==> src/design/rmq_pkg.sv <==
`default_nettype none
package rmq_pkg;

   localparam int FRAC_BITS   = 14;
   localparam int DATA_W      = 16;
   localparam int W_W         = 15;
   localparam int ONE         = 1 << FRAC_BITS;
   localparam int LANES       = 3;
   localparam int QUEUE_DEPTH = 4;

   // one plus trace: three elements plus one, signed
   localparam int U_W    = DATA_W + 2;
   // root of (u << FRAC_BITS), one result bit per step
   localparam int RT_W   = (U_W - 1 + FRAC_BITS + 1) / 2;
   localparam int RAD_W  = 2 * RT_W;
   localparam int SREM_W = RT_W + 3;
   // divide (mag * ONE + root) by 2 * root
   localparam int MAG_W  = DATA_W;
   localparam int QB     = FRAC_BITS + 1;
   localparam int NUM_W  = MAG_W + FRAC_BITS + 1;
   localparam int DW     = RT_W + 1;
   localparam int DREM_W = DW + 1;

   typedef struct packed {
      logic signed [DATA_W-1:0] m00;
      logic signed [DATA_W-1:0] m01;
      logic signed [DATA_W-1:0] m02;
      logic signed [DATA_W-1:0] m10;
      logic signed [DATA_W-1:0] m11;
      logic signed [DATA_W-1:0] m12;
      logic signed [DATA_W-1:0] m20;
      logic signed [DATA_W-1:0] m21;
      logic signed [DATA_W-1:0] m22;
   } req_type;

   typedef struct packed {
      logic signed [DATA_W-1:0] quat_x;
      logic signed [DATA_W-1:0] quat_y;
      logic signed [DATA_W-1:0] quat_z;
      logic [W_W-1:0]           quat_w;
      logic                     degenerate;
   } rsp_type;

   typedef struct packed {
      logic                         degenerate;
      logic [RAD_W-1:0]             radicand;
      logic [LANES-1:0]             neg;
      logic [LANES-1:0][MAG_W-1:0]  mag;
   } job_type;

   typedef struct packed {
      logic [SREM_W-1:0] rem;
      logic [RT_W-1:0]   root;
   } sq_type;

   typedef struct packed {
      logic                         degenerate;
      logic [LANES-1:0]             neg;
      logic [RT_W-1:0]              root;
      logic [DW-1:0]                d;
      logic [LANES-1:0][NUM_W-1:0]  num;
      logic [LANES-1:0][DREM_W-1:0] rem;
      logic [LANES-1:0]             ovf;
      logic [LANES-1:0][QB-1:0]     q;
   } dv_type;

   typedef struct packed {
      logic [DREM_W-1:0] rem;
      logic              q;
   } dstep_type;

   function automatic sq_type sq_step(input sq_type st, input logic [1:0] pair);
      logic [SREM_W-1:0] cur;
      logic [SREM_W-1:0] trial;
      sq_type            res;
      cur   = {st.rem[SREM_W-3:0], pair};
      trial = SREM_W'({st.root, 2'b01});
      if (cur >= trial) begin
         res.rem  = cur - trial;
         res.root = {st.root[RT_W-2:0], 1'b1};
      end else begin
         res.rem  = cur;
         res.root = {st.root[RT_W-2:0], 1'b0};
      end
      return res;
   endfunction

   function automatic dstep_type dv_step(input logic [DREM_W-1:0] rem, input logic [DW-1:0] d,
                                         input logic b);
      logic [DREM_W-1:0] cur;
      dstep_type         res;
      cur = {rem[DW-1:0], b};
      if (cur >= DREM_W'(d)) begin
         res.rem = cur - DREM_W'(d);
         res.q   = 1'b1;
      end else begin
         res.rem = cur;
         res.q   = 1'b0;
      end
      return res;
   endfunction

endpackage
`default_nettype wire

==> src/design/rmq_front.sv <==
`default_nettype none
module rmq_front import rmq_pkg::*; #(
   parameter int DEPTH = QUEUE_DEPTH
) (
   input  wire logic    clock,
   input  wire logic    reset,
   input  wire logic    push,
   input  wire req_type req_data,
   output logic         full,
   output logic         job_valid,
   output job_type      job,
   input  wire logic    job_take
);

   localparam int PTR_W = (DEPTH > 1) ? $clog2(DEPTH) : 1;
   localparam int CNT_W = $clog2(DEPTH + 1);

   job_type           slot_ff [DEPTH];
   logic [PTR_W-1:0]  wr_ff, wr_in, rd_ff, rd_in;
   logic [CNT_W-1:0]  cnt_ff, cnt_in;
   logic signed [U_W-1:0]    u;
   logic signed [DATA_W:0]   diff [LANES];
   logic signed [DATA_W:0]   absd [LANES];
   job_type           job_new;
   logic              wr_en, rd_en;

   // classify: form one plus trace and the three differences
   always_comb begin
      u = U_W'(ONE) + U_W'(req_data.m00) + U_W'(req_data.m11) + U_W'(req_data.m22);
      diff[0] = (DATA_W+1)'(req_data.m21) - (DATA_W+1)'(req_data.m12);
      diff[1] = (DATA_W+1)'(req_data.m02) - (DATA_W+1)'(req_data.m20);
      diff[2] = (DATA_W+1)'(req_data.m10) - (DATA_W+1)'(req_data.m01);
      job_new.degenerate = (u <= 0);
      job_new.radicand   = job_new.degenerate ? '0
                                              : RAD_W'({u[U_W-2:0], {FRAC_BITS{1'b0}}});
      for (int i = 0; i < LANES; i++) begin
         job_new.neg[i] = diff[i][DATA_W];
         absd[i]        = diff[i][DATA_W] ? -diff[i] : diff[i];
         job_new.mag[i] = absd[i][MAG_W-1:0];
      end
   end

   assign full      = (cnt_ff == CNT_W'(DEPTH));
   assign job_valid = (cnt_ff != '0);
   assign job       = slot_ff[rd_ff];
   assign wr_en     = push && !full;
   assign rd_en     = job_take && job_valid;

   always_comb begin
      wr_in  = wr_ff;
      rd_in  = rd_ff;
      if (wr_en) begin
         wr_in = (wr_ff == PTR_W'(DEPTH - 1)) ? '0 : wr_ff + 1'b1;
      end
      if (rd_en) begin
         rd_in = (rd_ff == PTR_W'(DEPTH - 1)) ? '0 : rd_ff + 1'b1;
      end
      cnt_in = cnt_ff + CNT_W'(wr_en) - CNT_W'(rd_en);
   end

   always_ff @(posedge clock) begin
      if (reset) begin
         wr_ff  <= '0;
         rd_ff  <= '0;
         cnt_ff <= '0;
      end else begin
         wr_ff  <= wr_in;
         rd_ff  <= rd_in;
         cnt_ff <= cnt_in;
      end
   end

   always_ff @(posedge clock) begin
      if (wr_en) begin
         slot_ff[wr_ff] <= job_new;
      end
   end

endmodule
`default_nettype wire

==> config.mk <==
export PLATFORM = sky130hd
export DESIGN_NAME = rmq_front
export DESIGN_NICKNAME = d
export VERILOG_FILES = /design/src/design/rmq_pkg.sv /design/src/design/rmq_front.sv
export SDC_FILE = /design/constraint.sdc
export NUM_CORES = 1
export LEC_CHECK = 0
export BUFFER_PORTS_ARGS = -buffer_cell sky130_fd_sc_hd__buf_2
export CAP_MARGIN = 20
export CORE_ASPECT_RATIO = 1.25
export CORE_UTILIZATION = 50
export CTS_BUF_LIST = sky130_fd_sc_hd__clkbuf_2
export DETAILED_ROUTE_END_ITERATION = 10
export HOLD_SLACK_MARGIN = 0.03
export PLACE_DENSITY = 0.75
export SLEW_MARGIN = 10
export SYNTH_ARGS = -nofsm -noshare
export SYNTH_HDL_FRONTEND = slang
export SYNTH_SLANG_ARGS = --single-unit
==> constraint.sdc <==
create_clock -name clock -period 4.2 [get_ports clock]
set_input_delay 0.21 -clock clock [delete_from_list [all_inputs] [get_ports clock]]
set_output_delay 0.21 -clock clock [all_outputs]
set_load 0.05 [all_outputs]
==> qor.yml, run 1 <==
finish:
  fin_util: 0.588
  multi_input_area_um2: 6360
  nNetsFinal: 1703
  seq_area_um2: 8480
  fillers: 2479
  drive_gt1_frac: 0.285
  areaGrowthSynthToFinish_pct: 14.8
grt:
  grt_max_degree: 70
  grt_util_met2: 0.349
  busiest_layer: "met2"
  grt_util_all_layers: 0.191
  use_met1: 0.219
  grt_pass1_wl_mm: 47.6
  antenna_found_initial: 1
  grt_use_met3: 0.0392
  grt_pass1_vias: 10000
  gr-total-overflow: 0
power_and_ir_drop:
  p_int_mw: 5.72
  vdd_ir_drop_max_mv: 0.311
  p_leak_nw: 7.25
  seq_power_share: 0.416
  p_comb_frac: 0.405
  p_per_area_nw_per_um2: 533
  power_switching_mw: 3.80
  swShare: 0.399
  power.share.clock: 0.179
sta:
  max_slew_margin: 0.285
  setup_viol: 0
  drv_slew: 0
  final.setup_skew_ns: 0.0709
  min_period_ns: 3.31
  rsz0062_at_grt: "false"
  tightestPinTransition_ns: 1.07
  hold_viol: 0
  final.setup.tns_ns: 0
  timing.fmax_ghz: 0.302
  period_share: 0.789
logic_synthesis:
  ys_top_cells_by_area: "edfxtp_1, mux4_2, ha_1"
  synth_most_common_cell: "edfxtp_1"
  synth_seq_cells: 285
  synth_cell_types: 75
  yosysSeqAreaShare: 0.544
  synth_top_flop_cell: "edfxtp_1"
  ys_warn_count: 0
  synth_common_cells: "edfxtp_1, inv_1, ha_1"
  synth_top_area_frac: 0.533
  syn-cell-area_um2: 15600
  synth_enable_flop_cells: 276
  synth.avg_cell_area_um2: 13.5
  async_flop_share: 0
  postSynthCellCount: 1156
  yosysTopAreaCell: "edfxtp_1"
min_path:
  hold_path_end: "slot_ff[2][14]"
  hold_depth: 4
  hold_class: "in -> reg"
  hp-start: "req_data[30]"
clock_network:
  clk-insertion-delay-late_ns: 0.82
  path_clk_slew_ns: 0.10
  cts.repair.resized: 0
  numCtsBuffers: 66
  cts.path.max_buffers: 3
  holdBufCountCts: 16
  h-tree-depth: 3
  cts_root_buf: "clkbuf_2"
  tritoncts: "done"
  clock_sinks: 285
  post_cts_buffers: 0
drt:
  drtPass1Iterations: 6
  drc_errors: 0
  num_vias: 10100
  drtAntennaViolNets: 0
  via_per_inst: 5.33
  first_iter_violations: 566
  wl_mm: 30.0
  wl_per_cell_um: 15.9
setup_path:
  startpoint_type: "input port"
  crit_type: "in -> reg"
  r2r_cells: 11
  path_cells: "dlygate4sd3_1 -> buf_2 -> ha_1 -> inv_1 -> fa_1 -> a21o_1 -> a221oi_2 -> o21ai_1 -> o31ai_4 -> mux2i_1 -> a2111oi_2 -> and2_1 -> a41oi_1 -> xnor2_1"
  path_depth: 14
  r2r_start: "cnt_ff[1]"
  required_ns: 4.74
  worst_path_max_delay_cell: "dlygate4sd3_1"
  crit_family: "compound AO/OA/AOI/OAI gates"
  reg2reg_to: "cnt_ff[2]"
  cp-end-kind: "flop"
  r2r_slack_ns: 1.80
  path_max_fanout: 4
  cp.buffers_inverters: 3
  critPathMaxStageDelay_ns: 0.53
  cp.arrival_ns: 3.86
floorplanning:
  rows: 71
  die_y_um: 199
  start_util: 0.512
  die_area_um2: 31800
  io_pins: 234
  die_w_um: 160
  core_area_um2: 30400
placed_design:
  globalplace.congestion: 0.882
  portBuffers: 218
  dp_hpwl_mm: 21.0
run:
  cap_viol_max_count: 0
status:
  status: "finished, final reports clean"
worst reg2reg max path, cell delays in order, from the launching register on:
cell and delay, ns:
dfxtp_1 0.44, nor3b_1 0.10, nor2b_1 0.36, inv_1 0.16, ha_1 0.31, inv_1 0.05, ha_1 0.13, inv_1 0.05
fa_1 0.37, xor2_1 0.17, xnor2_1 0.13, nor2_1 0.05
how the worst max path moves through the flow:
stage | from | endpoint | slack [ns]
after detailed placement | req_data[8] | slot_ff[2][72] | 0.18
after floorplan | req_data[9] | slot_ff[0][80] | 0.44
after global placement | req_data[8] | slot_ff[0][72] | 0.33
after global routing | req_data[48] | slot_ff[2][10] | 0.67
final | req_data[32] | slot_ff[0][31] | 0.89
after CTS | req_data[48] | slot_ff[2][10] | 0.93
through the flow:
stage / area [um2] / setup slack, ns / power [mW] / hold WS [ns] / std cells
global placement: 17100 / 0.334 / 7.82 / 0.469 / 1762
floorplan: 15600 / 0.439 / 6.96 / 0.277 / 1170
global route: 17900 / 0.669 / 10.0 / 0.0922 / 1889
CTS: 17900 / 0.929 / 9.62 / 0.0447 / 1888
finish: 17900 / 0.887 / 9.52 / 0.129 / 1889
detailed placement: 17100 / 0.181 / 7.90 / 0.474 / 1762
cell type report:
cell class	instances	share of cell area
inverters	157	0.0330
well taps	401	0.0281
flip-flops and latches	285	0.474
multi-input cells	689	0.356
diodes	1	0.000140
clock buffers	83	0.0232
clock inverters	27	0.00973
repair buffers	246	0.0757
kinds of logic after synthesis:
family,after synthesis,synth area share
xor+xnor,84,0.0473
simple gates,234,0.0782
flops,285,0.544
fa+ha+maj,110,0.0986
mux,72,0.102
buf+inv,196,0.0511
compound gates,174,0.0786
other cells,1,0.000241
state kept, by name, summed over array words and instances (netlist names), named ones only:
name     flops
wr_ff        2
cnt_ff       3
rd_ff        2
slot_ff    276
layout by cell type, fill, tap and decap left out, drive strengths merged, types with 16 or more instances in the layout:
cell type | synthesis | routed
a21oi | 51 | 51
buf | 24 | 230
clkbuf | 15 | 83
clkinv | 0 | 19
dlygate4sd3 | 0 | 16
edfxtp | 276 | 276
fa | 21 | 21
ha | 89 | 89
inv | 157 | 159
mux4 | 69 | 69
nand2 | 38 | 38
nor2 | 75 | 75
nor3 | 17 | 17
o21ai | 32 | 32
xnor2 | 58 | 58
xor2 | 26 | 26
per-layer routing:
metal / part of all wire / up-vias
met2: 0.52 / 296
met4: 0.023 / 0
met1: 0.40 / 4859
met3: 0.054 / 52
li1: - / 4854
met5: 0 / -
power by group through the flow:
| stage | clock network, mW | logic [mW] | registers [mW] |
|---|---|---|---|
| final | 1.70 | 3.86 | 3.96 |
| after CTS | 1.76 | 3.89 | 3.97 |
| after global routing | 1.89 | 4.13 | 4.01 |
| after global placement | 0 | 3.81 | 4.01 |
| after detailed placement | 0 | 3.86 | 4.04 |
| after floorplan | 0 | 3.06 | 3.90 |
Power figures use the tool's default switching activity.
==> inputs of run 2 (changes only) <==
- clock period: 4.2 -> 3.4 ns (I/O delays scaled with it)
==> qor.yml, run 2 (synthesized netlist as in run 1, its figures left out) <==
status:
  status: "finished, final reports clean"
finish:
  final_cell_mix: "edfxtp_1, buf_2, inv_1, clkbuf_2, ha_1"
  top_register: "slot_ff"
  largest_reg_flops: 276
  areaGrowthSynthToFinish_pct: 17.0
  top_regs: "slot_ff (276), cnt_ff (3)"
  multi_input_area_um2: 6410
  final_common_cell: "edfxtp_1"
  drive_gt1_frac: 0.301
  fillers: 2484
  final_design_area_no_fill_um2: 18200
  seq_area_um2: 8480
  nNetsFinal: 1736
clock_network:
  holdBufCountCts: 20
  h-tree-depth: 3
  clk-insertion-delay-late_ns: 0.77
  path_clk_slew_ns: 0.10
  tritoncts: "done"
  cts_root_buf: "clkbuf_2"
  cts.repair.resized: 0
  cts.path.max_buffers: 3
  clock_sinks: 285
  post_cts_buffers: 0
  numCtsBuffers: 69
setup_path:
  r2r_slack_ns: 0.65
  critPathLaunch: "req_data[48]"
  cp.arrival_ns: 3.62
  cp-end-kind: "flop"
  startpoint_type: "input port"
  crit_type: "in -> reg"
  reg2reg_to: "cnt_ff[1]"
  crit_path_end: "slot_ff[1][4]"
  r2r_cells: 10
  required_ns: 3.93
  r2r_start: "cnt_ff[1]"
  path_max_fanout: 8
sta:
  min_period_ns: 3.10
  final.setup.tns_ns: 0
  rsz0062_at_grt: "false"
  period_share: 0.911
  drv_slew: 0
  max_slew_margin: 0.572
  tightestPinTransition_ns: 0.641
  hold_viol: 0
  setup_viol: 0
  timing.fmax_ghz: 0.323
  fin_ws_ns: 0.303
  final.setup_skew_ns: 0.0493
power_and_ir_drop:
  p_per_area_nw_per_um2: 652
  p_int_mw: 7.18
  finalPower_mw: 11.9
  seq_power_share: 0.406
  power.share.clock: 0.173
  swShare: 0.396
  vdd_ir_drop_max_mv: 0.488
  p_comb_frac: 0.421
  p_leak_nw: 7.43
  power_switching_mw: 4.70
floorplanning:
  io_pins: 234
  die_w_um: 160
  start_util: 0.512
  die_y_um: 199
  rows: 71
  die_area_um2: 31800
  core_area_um2: 30400
grt:
  antenna_found_initial: 1
  grt_util_all_layers: 0.193
  grt_max_degree: 38
  grt_pass1_wl_mm: 48.6
  grt_pass1_vias: 10200
  gr-total-overflow: 0
min_path:
  hp-start: "req_data[95]"
  hold_class: "in -> reg"
placed_design:
  place_area_um2: 17400
  post-place-ws_ns: -0.170
  portBuffers: 218
  dp_hpwl_mm: 21.4
  globalplace.congestion: 0.838
drt:
  wl_per_cell_um: 15.6
  drtPass1Iterations: 5
  first_iter_violations: 481
  via_per_inst: 5.27
  drtAntennaViolNets: 0
  drc_errors: 0
  wl_mm: 30.1
  num_vias: 10100
run:
  cap_viol_max_count: 0
run 2: worst max-delay path: stages:
cell and delay (ns):
dlygate4sd3_1 0.51, buf_2 0.10, ha_1 0.15, inv_1 0.05
fa_1 0.43, a211oi_1 0.32, o21bai_1 0.16, a32oi_1 0.28
a31oi_1 0.16, o21a_1 0.22, o21ai_1 0.16, a31oi_1 0.25
inv_2 0.21, o21ai_0 0.13, xnor2_1 0.34
run 2: final cells by class:
cell class,instances,area share
tap,401,0.0276
antenna,1,0.000137
sequential,285,0.465
multi-input combinational,689,0.352
clock inverter,24,0.00646
inverter,157,0.0324
clock buffer,92,0.0253
timing repair buffer,276,0.0907
run 2: worst min-delay path by stage:
| stage | endpoint | cells after the start |
|---|---|---|
| 6_report | slot_ff[1][47] | 4 |
| 5_1_grt | slot_ff[2][24] | 4 |
| 4_1_cts | slot_ff[2][24] | 4 |
| 3_5_place_dp | cnt_ff[1] | 2 |
| 3_3_place_gp | cnt_ff[1] | 2 |
| 2_1_floorplan | cnt_ff[1] | 1 |
run 2: routing by layer:
| metal | track usage | wire (um) | vias up |
|---|---|---|---|
| met2 | 0.358 | 16000 | 260 |
| met5 | 0 | 0 | - |
| li1 | - | - | 4925 |
| met3 | 0.0376 | 1470 | 35 |
| met1 | 0.223 | 12100 | 4926 |
| met4 | 0.0681 | 499 | 0 |
run 2: stage by stage:
step	utilization	std cells	hold slack [ns]
2_1_floorplan	-	1170	0.237
3_3_place_gp	0.574	1788	0.431
3_5_place_dp	0.574	1788	0.438
4_1_cts	0.599	1924	0.0434
5_1_grt	0.599	1925	0.105
6_report	0.599	1925	0.160
run 2: power groups by stage:
stage	Clock, mW	Sequential (mW)	Combinational [mW]
5_1_grt	2.30	4.88	5.39
3_5_place_dp	0	4.92	5.01
4_1_cts	2.13	4.84	5.06
2_1_floorplan	0	4.82	3.82
3_3_place_gp	0	4.89	4.94
6_report	2.05	4.83	5.00
